**config.mk**
```make
export PLATFORM = sky130hd
export DESIGN_NAME = utf8_stream_decoder_flat
export DESIGN_NICKNAME = d
export VERILOG_FILES = /design/src/rtl/core/utfd_pkg.sv /design/src/rtl/core/utfd_if.sv /design/src/rtl/core/utf8_stream_decoder.sv /design/src/rtl/core/utfd_dec.sv /design/src/rtl/core/utfd_rq.sv /design/src/flat_wrapper.sv
export SDC_FILE = /design/constraint.sdc
export NUM_CORES = 1
export LEC_CHECK = 0
export ABC_AREA = 0
export BUFFER_PORTS_ARGS = -buffer_cell sky130_fd_sc_hd__buf_4
export CORE_MARGIN = 5
export CORE_UTILIZATION = 50
export CTS_CLUSTER_DIAMETER = 60
export CTS_CLUSTER_SIZE = 10
export DETAILED_ROUTE_END_ITERATION = 8
export GPL_ROUTABILITY_DRIVEN = 0
export PLACE_DENSITY_LB_ADDON = 0.25
export SLEW_MARGIN = 20
export SYNTH_ARGS = -nofsm -noshare
export SYNTH_HDL_FRONTEND = slang
export SYNTH_SLANG_ARGS = --single-unit
```
**constraint.sdc**
```tcl
create_clock -name clk -period 12.11 [get_ports clk]
set_input_delay 2.422 -clock clk [delete_from_list [all_inputs] [get_ports clk]]
set_output_delay 2.422 -clock clk [all_outputs]
set_load 0.02 [all_outputs]
```
**src/rtl/core/utfd_pkg.sv**
```systemverilog
// Shared types, constants and helpers for the UTF-8 stream decoder.
// No dependencies; every other file of the block imports this package.
package utfd_pkg;

  localparam int COUNT_BITS = 16;
  localparam int CNT_W      = (COUNT_BITS > 16) ? COUNT_BITS : 16;
  localparam int CP_W       = 31;
  localparam int OFF_W      = 16;
  localparam int RQ_DEPTH   = 4;
  localparam int RQ_AW      = $clog2(RQ_DEPTH);

  localparam logic [OFF_W-1:0] OFF_MAX = {OFF_W{1'b1}};

  localparam logic [1:0] REG_CAPACITY = 2'd0;
  localparam logic [1:0] REG_VALIDATE = 2'd1;

  typedef enum logic [1:0] {
    ST_CHAR     = 2'd0,
    ST_DONE     = 2'd1,
    ST_INVALID  = 2'd2,
    ST_OVERFLOW = 2'd3
  } status_t;

  typedef struct packed {
    logic [CP_W-1:0]  code_point;
    status_t          status;
    logic [15:0]      char_count;
    logic [OFF_W-1:0] error_offset;
    logic             last_result;
  } res_t;

  // Results produced by one byte, in delivery order.
  typedef struct packed {
    res_t       first;
    res_t       second;
    logic [1:0] num;
  } dec_out_t;

  // Clamp the character counter to the 16-bit reported field.
  function automatic logic [15:0] clamp_count(input logic [COUNT_BITS-1:0] c);
    logic [CNT_W-1:0] cw;
    cw = CNT_W'(c);
    if (cw > CNT_W'(16'hFFFF)) begin
      return 16'hFFFF;
    end
    return cw[15:0];
  endfunction

endpackage

```
**src/rtl/core/utfd_if.sv**
```systemverilog
// Valid/ready channel interfaces for the decoder's byte input and result output.
// Depends on utfd_pkg for field widths.
interface utfd_str_if import utfd_pkg::*; ();
  logic       valid;
  logic       ready;
  logic [7:0] in_byte;
  logic       end_of_string;

  modport source (output valid, output in_byte, output end_of_string, input ready);
  modport sink (input valid, input in_byte, input end_of_string, output ready);
endinterface

interface utfd_res_if import utfd_pkg::*; ();
  logic             valid;
  logic             ready;
  logic [CP_W-1:0]  code_point;
  logic [1:0]       status;
  logic [15:0]      char_count;
  logic [OFF_W-1:0] error_offset;
  logic             last_result;

  modport source (output valid, output code_point, output status, output char_count,
                  output error_offset, output last_result, input ready);
  modport sink (input valid, input code_point, input status, input char_count,
                input error_offset, input last_result, output ready);
endinterface

```
**src/rtl/core/utf8_stream_decoder.sv**
```systemverilog
// UTF-8 stream decoder, six-byte form: one byte per transaction in, results out.
// A byte's results are registered in the result queue and offered from its head.
// Throughput: one byte per cycle; the input stalls while the four-entry result queue
// holds more than two results, so a run of bytes that each end a string with a character
// (two results each) cannot keep that rate. Reset clears all string state and the queue,
// sets out_capacity to 65535 and validate_only to 0. Uses utfd_* files.
module utf8_stream_decoder import utfd_pkg::*; (
  input  logic        clk,
  input  logic        rst,
  utfd_str_if.sink    str,
  utfd_res_if.source  res,
  input  logic        psel,
  input  logic        penable,
  input  logic        pwrite,
  input  logic [2:0]  paddr,
  input  logic [31:0] pwdata,
  output logic [31:0] prdata,
  output logic        pready
);

  logic [15:0] out_capacity;
  logic        validate_only;
  logic        cfg_wr;
  logic [1:0]  reg_sel;
  logic        accept;
  logic        room;
  dec_out_t    dout;
  dec_out_t    push;

  assign pready  = 1'b1;
  assign cfg_wr  = psel & penable & pwrite;
  assign reg_sel = {1'b0, paddr[2]};

  always_ff @(posedge clk) begin
    if (rst) begin
      out_capacity  <= 16'hFFFF;
      validate_only <= 1'b0;
    end else if (cfg_wr) begin
      unique case (reg_sel)
        REG_CAPACITY: out_capacity  <= pwdata[15:0];
        REG_VALIDATE: validate_only <= pwdata[0];
        default: ;
      endcase
    end
  end

  always_comb begin
    unique case (reg_sel)
      REG_CAPACITY: prdata = {16'h0000, out_capacity};
      REG_VALIDATE: prdata = {31'h0, validate_only};
      default:      prdata = '0;
    endcase
  end

  assign str.ready = room;
  assign accept    = str.valid & room;

  utfd_dec u_dec (
    .clk           (clk),
    .rst           (rst),
    .accept        (accept),
    .in_byte       (str.in_byte),
    .end_of_string (str.end_of_string),
    .out_capacity  (out_capacity),
    .validate_only (validate_only),
    .dout          (dout)
  );

  always_comb begin
    push = dout;
    if (!accept) begin
      push.num = 2'd0;
    end
  end

  utfd_rq u_rq (
    .clk  (clk),
    .rst  (rst),
    .push (push),
    .room (room),
    .res  (res)
  );

endmodule

```
**src/rtl/core/utfd_dec.sv**
```systemverilog
// Per-byte UTF-8 decode step: sequence state registers and result generation.
// Depends on utfd_pkg.
module utfd_dec import utfd_pkg::*; (
  input  logic        clk,
  input  logic        rst,
  input  logic        accept,
  input  logic [7:0]  in_byte,
  input  logic        end_of_string,
  input  logic [15:0] out_capacity,
  input  logic        validate_only,
  output dec_out_t    dout
);

  logic [2:0]            bytes_pending, bytes_pending_next;
  logic [CP_W-1:0]       partial_value, partial_value_next;
  logic [COUNT_BITS-1:0] chars_done, chars_done_next;
  logic [OFF_W-1:0]      byte_offset, byte_offset_next;
  logic [OFF_W-1:0]      sequence_start, sequence_start_next;
  logic                  failed, failed_next;

  logic             err;
  status_t          err_code;
  logic [OFF_W-1:0] err_off;
  logic [15:0]      cnt;
  res_t             done_res;
  res_t             char_res;

  always_comb begin
    bytes_pending_next  = bytes_pending;
    partial_value_next  = partial_value;
    chars_done_next     = chars_done;
    byte_offset_next    = (byte_offset != OFF_MAX) ? byte_offset + 1'b1 : byte_offset;
    sequence_start_next = sequence_start;
    failed_next         = failed;
    err                 = 1'b0;
    err_code            = ST_INVALID;
    err_off             = '0;

    if (bytes_pending == 3'd0) begin
      sequence_start_next = byte_offset;
      err_off             = byte_offset;
      priority if (!validate_only && (CNT_W'(chars_done) >= CNT_W'(out_capacity))) begin
        err      = 1'b1;
        err_code = ST_OVERFLOW;
      end else if (in_byte[7] == 1'b0) begin
        partial_value_next = CP_W'(in_byte);
      end else if (in_byte[7:5] == 3'b110) begin
        bytes_pending_next = 3'd1;
        partial_value_next = CP_W'(in_byte[4:0]);
      end else if (in_byte[7:4] == 4'b1110) begin
        bytes_pending_next = 3'd2;
        partial_value_next = CP_W'(in_byte[3:0]);
      end else if (in_byte[7:3] == 5'b11110) begin
        bytes_pending_next = 3'd3;
        partial_value_next = CP_W'(in_byte[2:0]);
      end else if (in_byte[7:2] == 6'b111110) begin
        bytes_pending_next = 3'd4;
        partial_value_next = CP_W'(in_byte[1:0]);
      end else if (in_byte[7:1] == 7'b1111110) begin
        bytes_pending_next = 3'd5;
        partial_value_next = CP_W'(in_byte[0]);
      end else begin
        err = 1'b1;
      end
    end else if (in_byte[7:6] != 2'b10) begin
      err     = 1'b1;
      err_off = sequence_start;
    end else begin
      partial_value_next = {partial_value[CP_W-7:0], in_byte[5:0]};
      bytes_pending_next = bytes_pending - 3'd1;
    end

    if (!err && (bytes_pending_next == 3'd0) && !(&chars_done)) begin
      chars_done_next = chars_done + 1'b1;
    end
    cnt = clamp_count(chars_done_next);

    char_res = '{code_point: partial_value_next, status: ST_CHAR, char_count: cnt,
                 error_offset: '0, last_result: 1'b0};
    done_res = '{code_point: '0, status: ST_DONE, char_count: cnt,
                 error_offset: '0, last_result: 1'b1};

    dout = '{first: char_res, second: done_res, num: 2'd0};
    if (failed) begin
      dout.num = 2'd0;
    end else if (err) begin
      dout.first = '{code_point: '0, status: err_code, char_count: cnt,
                     error_offset: err_off, last_result: 1'b1};
      dout.num   = 2'd1;
      failed_next = 1'b1;
    end else if (bytes_pending_next == 3'd0) begin
      // Validate mode drops the character result and keeps only the total.
      if (validate_only) begin
        dout.first = done_res;
        dout.num   = end_of_string ? 2'd1 : 2'd0;
      end else begin
        dout.num = end_of_string ? 2'd2 : 2'd1;
      end
    end else if (end_of_string) begin
      // Sequence cut short by the end of the string.
      dout.first = '{code_point: '0, status: ST_INVALID, char_count: cnt,
                     error_offset: sequence_start_next, last_result: 1'b1};
      dout.num   = 2'd1;
    end
  end

  always_ff @(posedge clk) begin
    if (rst) begin
      bytes_pending  <= '0;
      partial_value  <= '0;
      chars_done     <= '0;
      byte_offset    <= '0;
      sequence_start <= '0;
      failed         <= 1'b0;
    end else if (accept) begin
      if (end_of_string) begin
        bytes_pending  <= '0;
        partial_value  <= '0;
        chars_done     <= '0;
        byte_offset    <= '0;
        sequence_start <= '0;
        failed         <= 1'b0;
      end else if (!failed) begin
        bytes_pending  <= bytes_pending_next;
        partial_value  <= partial_value_next;
        chars_done     <= chars_done_next;
        byte_offset    <= byte_offset_next;
        sequence_start <= sequence_start_next;
        failed         <= failed_next;
      end
    end
  end

endmodule

```
**src/rtl/core/utfd_rq.sv**
```systemverilog
// Four-entry result queue that takes up to two results per cycle and sends one.
// Depends on utfd_pkg and the result channel interface.
module utfd_rq import utfd_pkg::*; (
  input  logic      clk,
  input  logic      rst,
  input  dec_out_t  push,
  output logic      room,
  utfd_res_if.source res
);

  res_t             mem [RQ_DEPTH];
  logic [RQ_AW-1:0] wp, rp;
  logic [RQ_AW:0]   count, count_next;
  logic             pop;
  res_t             head;

  assign pop  = res.valid & res.ready;
  assign room = count <= (RQ_AW + 1)'(RQ_DEPTH - 2);
  assign head = mem[rp];

  assign res.valid        = count != '0;
  assign res.code_point   = head.code_point;
  assign res.status       = head.status;
  assign res.char_count   = head.char_count;
  assign res.error_offset = head.error_offset;
  assign res.last_result  = head.last_result;

  assign count_next = count + (RQ_AW + 1)'(push.num) - (RQ_AW + 1)'(pop);

  always_ff @(posedge clk) begin
    if (rst) begin
      wp    <= '0;
      rp    <= '0;
      count <= '0;
    end else begin
      wp    <= wp + RQ_AW'(push.num);
      rp    <= rp + RQ_AW'(pop);
      count <= count_next;
    end
  end

  always_ff @(posedge clk) begin
    if (push.num != 2'd0) begin
      mem[wp] <= push.first;
    end
    if (push.num == 2'd2) begin
      mem[wp + RQ_AW'(1)] <= push.second;
    end
  end

endmodule

```
**src/flat_wrapper.sv**
```systemverilog
// flat-port wrapper written by rule: the top's interface ports become plain ports
module utf8_stream_decoder_flat import utfd_pkg::*;
  (clk, rst, psel, penable, pwrite, paddr, pwdata, prdata, pready, str_valid, str_in_byte, str_end_of_string, str_ready, res_valid, res_code_point, res_status, res_char_count, res_error_offset, res_last_result, res_ready);
  utfd_str_if str_i ();
  utfd_res_if res_i ();
  input  logic clk;
  input  logic rst;
  input  logic psel;
  input  logic penable;
  input  logic pwrite;
  input  logic [2:0] paddr;
  input  logic [31:0] pwdata;
  output logic [31:0] prdata;
  output logic pready;
  input wire logic [$bits(str_i.valid)-1:0] str_valid;
  input wire logic [$bits(str_i.in_byte)-1:0] str_in_byte;
  input wire logic [$bits(str_i.end_of_string)-1:0] str_end_of_string;
  output wire logic [$bits(str_i.ready)-1:0] str_ready;
  output wire logic [$bits(res_i.valid)-1:0] res_valid;
  output wire logic [$bits(res_i.code_point)-1:0] res_code_point;
  output wire logic [$bits(res_i.status)-1:0] res_status;
  output wire logic [$bits(res_i.char_count)-1:0] res_char_count;
  output wire logic [$bits(res_i.error_offset)-1:0] res_error_offset;
  output wire logic [$bits(res_i.last_result)-1:0] res_last_result;
  input wire logic [$bits(res_i.ready)-1:0] res_ready;
  assign str_i.valid = str_valid;
  assign str_i.in_byte = str_in_byte;
  assign str_i.end_of_string = str_end_of_string;
  assign str_ready = str_i.ready;
  assign res_valid = res_i.valid;
  assign res_code_point = res_i.code_point;
  assign res_status = res_i.status;
  assign res_char_count = res_i.char_count;
  assign res_error_offset = res_i.error_offset;
  assign res_last_result = res_i.last_result;
  assign res_i.ready = res_ready;
  utf8_stream_decoder u_core (.clk(clk), .rst(rst), .str(str_i), .res(res_i), .psel(psel), .penable(penable), .pwrite(pwrite), .paddr(paddr), .pwdata(pwdata), .prdata(prdata), .pready(pready));
endmodule
```
==> results of run 1 <==
-- flip-flops by register name, summed over array words and instances, names as in the netlist --
| register | count |
|---|---|
| u_core.u_rq.mem | 264 |
| u_core.u_dec.partial_value | 31 |
| u_core.out_capacity | 16 |
| u_core.u_dec.byte_offset | 16 |
| u_core.u_dec.chars_done | 16 |
| u_core.u_dec.sequence_start | 16 |
| u_core.u_dec.bytes_pending | 3 |
| u_core.u_rq.count | 3 |
| u_core.u_rq.rp | 2 |
| u_core.u_rq.wp | 2 |
| u_core.u_dec.failed | 1 |
| u_core.validate_only | 1 |
-- power groups by stage --
stage,combinational [uW],clock (uW),sequential [uW]
final,743,1150,1430
after detailed placement,745,0,1450
after global routing,807,1220,1440
after CTS,747,1170,1430
after floorplan,549,0,1400
after global placement,737,0,1450
-- worst max-delay path, delay by kind of cell --
family	cells	cell delay, ns
compound gates	1	0.18
mux	2	1.06
simple gates	6	1.07
buf+inv	3	1.45
-- worst max-delay path by stage --
stage	start	end	slack, ns
detailed placement	str_in_byte[6]	u_core.u_rq.mem[1][33]$_SDFFE_PP1N_	5.81
floorplan	paddr[2]	prdata[10]	6.57
global placement	str_in_byte[7]	u_core.u_rq.mem[3][25]$_DFFE_PP_	5.86
global route	str_in_byte[7]	u_core.u_rq.mem[1][33]$_SDFFE_PP1N_	6.01
finish	str_in_byte[7]	u_core.u_rq.mem[1][33]$_SDFFE_PP1N_	6.27
CTS	str_in_byte[6]	u_core.u_rq.mem[1][33]$_SDFFE_PP1N_	6.35
-- cells by family (layout without fill, tap and decap cells) --
group / Yosys count / in the layout / synth area share (%)
muxes: 161 / 161 / 14.3
and+or+nand+nor: 680 / 680 / 17.0
buffers and inverters: 188 / 237 / 5.01
AOI/OAI and AO/OA: 357 / 357 / 12.6
other: 2 / 19 / 0.0441
xor gates and xnor gates: 31 / 31 / 1.59
adders and majority gates: 27 / 27 / 2.03
DFF: 371 / 371 / 47.4
-- metrics by stage --
step           cells  setup slack [ns]  power, uW  area (um^2)
2_1_floorplan   1832              6.57       1950        17100
3_3_place_gp    2270              5.86       2190        18000
3_5_place_dp    2270              5.81       2200        18000
4_1_cts         2329              6.35       3350        19200
5_1_grt         2331              6.01       3470        19300
6_report        2331              6.27       3320        19300
-- layout make-up --
class	count	share of cell area [%]
antenna	2	0.0260
clock buffer	56	6.11
clock inverter	3	0.110
inverter	41	0.799
multi-input combinational	1273	42.8
sequential	371	41.9
tap	448	2.91
timing repair buffer	137	5.34
-- Yosys cell counts (all sizes together) (6+ instances only) --
| library cell | n |
|---|---|
| nand2b | 8 |
| mux4 | 66 |
| nor2b | 10 |
| inv | 40 |
| xnor2 | 16 |
| buf | 66 |
| o21ai | 150 |
| a31oi | 14 |
| clkbuf | 81 |
| edfxtp | 64 |
| and2 | 6 |
| nor2 | 279 |
| a21oi | 74 |
| nor3 | 11 |
| a22oi | 71 |
| or3 | 13 |
| nor4 | 9 |
| xor2 | 15 |
| a211o | 16 |
| and3 | 7 |
| nand2 | 289 |
| dfxtp | 307 |
| nand4 | 14 |
| ha | 26 |
| mux2i | 94 |
| nand3 | 20 |
-- routing by layer --
layer  global-route usage, %  wire length, um  vias to the layer above
met5                       0               27                        -
met4                    6.35             1040                        4
met3                    3.93             2710                       83
met2                    37.6            20700                      414
met1                    30.6            19000                     6323
li1                        -                -                     6418
==> results.toml, run 1 <==
[worst_setup_path]
cp.required_ns = 12.48
startpoint_type = "input port"
path_class = "in2reg"
path_max_fanout = 82
reg2reg_depth = 15
crit_path_max_incr_delay_ns = 0.90
critPathSlowestCell = "buf_4"
path_cells = "buf_4 -> nor3b_2 -> buf_4 -> nor2_1 -> a21oi_1 -> nor2b_1 -> mux2i_1 -> nor4b_2 -> nor4_2 -> buf_4 -> mux2i_1 -> nand2_1"
cpMostUsedCell = "buf_4"
r2r_start = "u_core.u_dec.bytes_pending[0]$_SDFFE_PP0P_"
cp-end-kind = "flop"
r2r_setup_slack_ns = 7.11
reg2reg_to = "u_core.u_rq.mem[1][33]$_SDFFE_PP1N_"
cp.arrival_ns = 6.22

[floorplanning]
start_util_pct = 50.7
core_um2 = 33600
dieWidth_um = 195
io_pins = 152
die_h_um = 195
rows = 67
fp.dieArea_um2 = 37900

[hold_path]
holdPathEnd = "u_core.u_rq.mem[1][54]$_SDFFE_PP0N_"
hold_path_depth = 2
worstHoldPathType = "reg2reg"
hold_start = "u_core.u_rq.mem[1][54]$_SDFFE_PP0N_"

[route]
dr_total_vias = 13200
first_iter_violations = 991
viasPerCell = 5.68
drt-wirelength-per-cell_um = 18.6
drc = 0
ant_nets = 0
drt_pass1_iterations = 5
routed_wl_um = 43400

[yosys]
ys_warn_count = 0
ys_seq_elements = 371
synth_cell_type_count = 65
ys_async_sr_fraction_pct = 0
synth_cells = 1817
synth_top_cell_by_area = "dfxtp_1"
syn_avg_cell_area_um2 = 9.38
ys_seq_area_share_pct = 47.4
synth-main-ff-cell = "dfxtp_1"
synth.area.top_cells = "dfxtp_1, edfxtp_1, mux4_2, nand2_1, nor2_1"
synth_edf_count = 64
syn-cell-area_um2 = 17000
synth.top_cell.area_share_pct = 36.1

[power_and_ir_drop]
p_comb_share_pct = 22.4
power.density_nw_per_um2 = 172
p_leak_uw = 0.00710
clockPowerShare_pct = 34.6
p_seq_share_pct = 43.0
p_sw_uw = 1010
cellInternalPower_uw = 2310
ir_drop_mv = 0.118
swShare_pct = 30.5

[clock_tree]
htree_levels = 2
clk_pin_slew_ns = 0.05
cts-root-buf = "clkbuf_16"
post-cts-setup-buffers = 0
insertion_delay_ns = 0.53
clock_sinks = 371
cts_inserted_buffers = 44
tritoncts = "yes"
cts_resized = 0
ctsHoldBuffers = 0
clockBufferDepth = 3

[sta]
tightestPinTransition_ns = 1.10
period_minus_slack_ns = 5.84
slew_violations = 0
setup_violations = 0
slew_headroom_pct = 26.8
fin_crit_sh_pct = 48.3
max_freq_mhz = 171
rsz0062_at_grt = "false"
hold_viol = 0
hold_ws_ns = 0.443
final.setup.tns_ns = 0
clock_skew_ns = 0.0147

[global_routing]
grt_pass1_wl_um = 70800
grt-ovfl-total = 0
grt_pass1_vias = 13300
grt_max_degree = 83
antenna_found_initial = 4
track_usage_pct = 22.6

[finish]
regArea_um2 = 8080
multi_input_area_um2 = 8240
layout.nets = 1946
final_common_cell = "dfxtp_1"
drive_above_1_share_pct = 15.3
nFillCells = 2929
final_util_pct = 57.3
syn2layout_area_growth_pct = 13.0
layout_common_cells = "dfxtp_1, nand2_1, nor2_1, buf_4, o21ai_1"

[placed_design]
dp_hpwl_um = 26800
placement.io_buffers = 116

[status]
status = "completed"

[flow_run]
drv_cap = 0
No activity file was read; power rests on OpenSTA's default activity.
==> inputs of run 2 (changes only) <==
Clock period 12.11 ns to 6 ns, I/O delays scaled along.
==> run 2 against run 1 <==
Power is 100% higher. Wire length is 0.90% lower. Largest cell class unchanged. Non-clock buffer count is 8 higher. Flip-flop and latch count stayed put. First-iteration DRC count is 24% higher. Via count is 0.75% higher. Critical path type is now reg2reg.
==> results.toml, run 2 (synthesis results as in run 1) <==
[global_routing]
antenna_found_initial = 3
track_usage_pct = 22.4
grt-ovfl-total = 0
grt_pass1_vias = 13100
grt_pass1_wl_um = 70400
grt_max_degree = 83

[floorplanning]
start_util_pct = 50.7
rows = 67
io_pins = 152
die_h_um = 195
dieWidth_um = 195
fp.dieArea_um2 = 37900
core_um2 = 33600

[clock_tree]
clk_pin_slew_ns = 0.05
ctsHoldBuffers = 0
cts_inserted_buffers = 43
cts_resized = 0
post-cts-setup-buffers = 0
cts-root-buf = "clkbuf_16"
clockBufferDepth = 3
insertion_delay_ns = 0.53
htree_levels = 2
clock_sinks = 371
tritoncts = "yes"

[route]
routed_wl_um = 43000
drc = 0
dr_total_vias = 13300
ant_nets = 0
viasPerCell = 5.71
drt-wirelength-per-cell_um = 18.4
drt_pass1_iterations = 6
first_iter_violations = 1233

[placed_design]
dp_hpwl_um = 26700
dp_slack_ns = 1.17
placement.io_buffers = 116
dpl-instance-area_um2 = 18200

[worst_setup_path]
r2r_start = "u_core.u_dec.bytes_pending[0]$_SDFFE_PP0P_"
crit_family = "adder cells"
path_max_fanout = 28
critPathLaunch = "u_core.u_dec.bytes_pending[0]$_SDFFE_PP0P_"
path_cells = "inv_1 -> ha_1 -> ha_1 -> nor3b_2 -> buf_4 -> xnor2_1 -> nor2b_1 -> mux2i_1 -> nor2_1 -> nor2_1 -> a21oi_1 -> a21oi_1 -> inv_1 -> ha_1 -> inv_1 -> ha_1 -> fa_1 -> xnor2_1 -> nor2_1"
crit_path_max_incr_delay_ns = 0.71
cp.arrival_ns = 4.92
cpMostUsedCell = "ha_1"
cp.required_ns = 6.38
cp-end-kind = "flop"
critPathSlowestCell = "mux2i_1"
startpoint_type = "flop"
critPathBufInv = 4
path_class = "reg2reg"

[finish]
largest_reg_flops = 264
finalInstanceArea_um2 = 19400
layout.nets = 1953
top_regs = "u_core.u_rq.mem x264, u_core.u_dec.partial_value x31"
layout_common_cells = "dfxtp_1, nand2_1, nor2_1, buf_4, o21ai_1"
final_common_cell = "dfxtp_1"
regMostFlops = "u_core.u_rq.mem"
syn2layout_area_growth_pct = 13.7
drive_above_1_share_pct = 15.4
antenna_cells = 0

[sta]
hold_viol = 0
slew_headroom_pct = 35.6
max_freq_mhz = 220
period_minus_slack_ns = 4.54
hold_ws_ns = 0.445
fin_crit_sh_pct = 75.7
clock_skew_ns = 0.0154
setup_violations = 0
final.setup.tns_ns = 0
rsz0062_at_grt = "false"
slew_violations = 0
worst_slack_ns = 1.46
tightestPinTransition_ns = 0.953

[power_and_ir_drop]
power.total_uw = 6730
p_leak_uw = 0.00717
power.density_nw_per_um2 = 348
ir_drop_mv = 0.202

[hold_path]
worstHoldPathType = "reg2reg"
hold_start = "u_core.u_rq.mem[1][38]$_SDFFE_PP0N_"

[status]
status = "completed"

[flow_run]
drv_cap = 0
[run 2: metal layers]
metal	GRT usage, %	part of all wire (%)
met5	0	0.10
met4	6.64	2.7
met1	30.5	44
met2	36.8	47
met3	4.14	6.4
[run 2: power by group]
group / total (uW) / internal [uW] / leakage (uW) / switching [uW]
sequential: 2910 / 2730 / 0.00309 / 189
clock: 2340 / 1390 / 0.000590 / 950
combinational: 1480 / 589 / 0.00349 / 888
total: 6730 / 4710 / 0.00717 / 2030
[run 2: stage by stage]
step           util [%]  instances
6_report           57.6       2335
3_5_place_dp       54.0       2278
2_1_floorplan         -       1832
3_3_place_gp       54.0       2278
5_1_grt            57.6       2335
4_1_cts            57.6       2335
[run 2: final timing paths]
kind,to,slack [ns],cells after the start
worst max register to register,u_core.u_rq.count[2]$_SDFF_PP0_,1.46,19
worst min register to register,u_core.u_rq.mem[1][38]$_SDFFE_PP0N_,0.45,2
worst max-delay path,u_core.u_rq.count[2]$_SDFF_PP0_,1.46,19
worst min-delay path,u_core.u_rq.mem[1][38]$_SDFFE_PP0N_,0.45,2
[run 2: worst min-delay path, cell delays in order (launching register included)]
cell and delay [ns]:
dfxtp_1 0.30, nand2_1 0.05, o21ai_1 0.05
[run 2: layout make-up]
cell class	count	area, um^2
fillers	2927	14200
multi-input cells	1273	8230
flip-flops and latches	371	8080
clock buffers	55	1170
repair buffers	145	1140
well taps	448	561
inverters	41	154
clock inverters	2	35.0
==> inputs of run 3 (changes only) <==
Settings changed: ABC_AREA 0 to 1.
Clock period 6 ns to 4.1 ns, I/O delays scaled along.
==> run 3 against run 2 <==
Die area increased by 11%. Clock power increased by 49%. Cell area increased by 10%. Hold slack improved by 0.0080 ns. Wire length increased by 30%. Largest cell class unchanged. Combinational power increased to 4.2 times the previous value. Critical path depth decreased by 1. Non-clock buffer count increased by 23.
==> results.toml, run 3 <==
[clock_tree]
tritoncts = "yes"
cts-root-buf = "clkbuf_16"
clock_sinks = 371
clk_pin_slew_ns = 0.06
cts_resized = 0
clockBufferDepth = 3
cts_inserted_buffers = 44
post-cts-setup-buffers = 0
htree_levels = 2
insertion_delay_ns = 0.56
ctsHoldBuffers = 0

[global_routing]
grt_pass1_vias = 17200
grt_max_degree = 138
grt-ovfl-total = 0
track_usage_pct = 26.1
grt_pass1_wl_um = 89900
antenna_found_initial = 0

[yosys]
synth-main-ff-cell = "dfxtp_1"
ys_async_sr_fraction_pct = 0
synth_edf_count = 64
ys_warn_count = 0
syn-cell-area_um2 = 19100
syn_avg_cell_area_um2 = 6.88
synth_top_cell_by_area = "dfxtp_1"
synth_xor_area_share_pct = 0.827
synth_common_cells = "nand2_1, nor2_1, a21oi_1"
synth.top_cell.area_share_pct = 32.2
synth_cells = 2770
synth.area.top_cells = "dfxtp_1, nand2_1, edfxtp_1, a21oi_1, nor2_1"
synth_fa_ha_area_share_pct = 1.81
ys_seq_area_share_pct = 42.3
synth_most_common_cell = "nand2_1"
ys_seq_elements = 371
synth_cell_type_count = 47
synth_top_family_by_area = "simple AND/OR/NAND/NOR gates"
synth.area.mux_share_pct = 0
synth-simple-area-share_pct = 28.7
synth-compound-area-share_pct = 17.8

[finish]
layout.nets = 2847
final_common_cell = "nand2_1"
drive_above_1_share_pct = 9.36
largest_reg_flops = 264
regMostFlops = "u_core.u_rq.mem"
antenna_cells = 0
syn2layout_area_growth_pct = 12.2
top_regs = "u_core.u_rq.mem x264, u_core.u_dec.partial_value x31"
final_util_pct = 56.8
layout_common_cells = "nand2_1, nor2_1, a21oi_1, dfxtp_1, nand3_1"
finalInstanceArea_um2 = 21400

[hold_path]
hold_start = "u_core.u_rq.mem[2][0]$_SDFFE_PP1N_"
worstHoldPathType = "reg2reg"
hold_path_depth = 2
holdPathEnd = "u_core.u_rq.mem[2][0]$_SDFFE_PP1N_"

[worst_setup_path]
path_class = "reg2reg"
startpoint_type = "flop"
cp-end-kind = "flop"
path_max_fanout = 26
cp.arrival_ns = 4.15
reg2reg_to = "u_core.u_rq.mem[2][52]$_SDFFE_PP0N_"
critPathLaunch = "u_core.u_dec.chars_done[11]$_SDFFE_PP0P_"
r2r_start = "u_core.u_dec.chars_done[11]$_SDFFE_PP0P_"
r2r_setup_slack_ns = 0.40
reg2reg_depth = 18
cp.required_ns = 4.55

[sta]
setup_violations = 0
clock_skew_ns = 0.0197
max_freq_mhz = 270
rsz0062_at_grt = "false"
hold_viol = 0
final.setup.tns_ns = 0
period_minus_slack_ns = 3.70
slew_headroom_pct = 28.8
fin_crit_sh_pct = 90.2
slew_violations = 0
worst_slack_ns = 0.403
tightestPinTransition_ns = 1.07

[route]
viasPerCell = 5.65
drc = 0
drt_pass1_iterations = 6
drt-wirelength-per-cell_um = 17.0
dr_total_vias = 18600
ant_nets = 0
first_iter_violations = 1623
routed_wl_um = 56000

[floorplanning]
dieWidth_um = 205
rows = 71
io_pins = 152
die_h_um = 205
start_util_pct = 50.6
core_um2 = 37700
fp.dieArea_um2 = 42100

[placed_design]
dpl-instance-area_um2 = 20100
dp_hpwl_um = 34600
dp_slack_ns = 0.346
placement.io_buffers = 116

[power_and_ir_drop]
p_leak_uw = 0.00985
power.density_nw_per_um2 = 707
power.total_uw = 15100
ir_drop_mv = 0.371

[flow_run]
drv_cap = 0

[status]
status = "completed"
==> run 3: changes by cell type after synthesis, sizes merged, moves of 14 or more <==
cell / before / now
o21ai: 150 / 214
nor2: 279 / 448
inv: 40 / 158
a22oi: 71 / 0
xnor2: 16 / 2
a211o: 16 / 0
a21oi: 74 / 364
o22ai: 1 / 56
buf: 66 / 86
nand3: 20 / 275
mux2i: 94 / 0
mux4: 66 / 0
clkbuf: 81 / 144
nand2: 289 / 539
==> run 3: through the flow <==
step	hold slack, ns	cells
after floorplan	0.424	2785
after global placement	0.439	3234
after detailed placement	0.439	3234
after CTS	0.453	3298
after global routing	0.477	3298
final	0.453	3298
==> run 3: worst max-delay path, cell delays in order (launching register included) <==
cell and delay (ns):
dfxtp_1 0.45, ha_1 0.30, a21oi_1 0.15, o21ai_0 0.11
a21oi_1 0.17, nand2_2 0.13, nand2_2 0.20, nand2_2 0.15
inv_2 0.12, nor2_4 0.04, inv_2 0.05, nand2_2 0.11
inv_2 0.12, nand3_2 0.12, nor2_2 0.28, nand2_2 0.44
buf_4 0.45, nand2_1 0.12, nor2_1 0.05
==> run 3: cells by family (layout without fill, tap and decap cells) <==
kind of cell | count (synthesis) | in the layout
other | 2 | 17
DFF | 371 | 371
buffers and inverters | 388 | 390
adders and majority gates | 27 | 27
xor gates and xnor gates | 18 | 18
and+or+nand+nor | 1312 | 1312
AOI/OAI and AO/OA | 652 | 652
==> run 3: power by group <==
part           switching [uW]  leakage, uW  total [uW]  internal, uW
clock network            1470     0.000602        3490          2020
logic                    4080      0.00608        6230          2150
registers                 555      0.00317        5400          4840
total                    6100      0.00985       15100          9010
==> run 3: routing by layer <==
| metal | vias to the layer above | GRT usage (%) | routed length, um |
|---|---|---|---|
| met1 | 8560 | 36.4 | 24300 |
| met4 | 0 | 9.33 | 1640 |
| met5 | - | 0 | 0 |
| met3 | 102 | 4.44 | 4760 |
| li1 | 9163 | - | - |
| met2 | 795 | 40.9 | 25200 |
==> run 3: worst max-delay path by stage <==
stage | endpoint | slack (ns) | cells after the start
2_1_floorplan | u_core.u_rq.mem[0][17]$_DFFE_PP_ | 0.82 | 20
3_3_place_gp | u_core.u_rq.mem[2][57]$_SDFFE_PP0N_ | 0.46 | 19
3_5_place_dp | u_core.u_rq.count[2]$_SDFF_PP0_ | 0.35 | 22
4_1_cts | u_core.u_rq.count[2]$_SDFF_PP0_ | 0.41 | 23
5_1_grt | u_core.u_rq.count[2]$_SDFF_PP0_ | 0.02 | 23
6_report | u_core.u_rq.mem[2][52]$_SDFFE_PP0N_ | 0.40 | 18
==> run 3: area by class of cell <==
| class | instances | area [um^2] |
|---|---|---|
| inverter | 158 | 596 |
| multi-input combinational | 2026 | 9490 |
| tap | 511 | 639 |
| fill | 3575 | 16300 |
| timing repair buffer | 168 | 1350 |
| clock inverter | 4 | 35.0 |
| sequential | 371 | 8070 |
| clock buffer | 60 | 1200 |
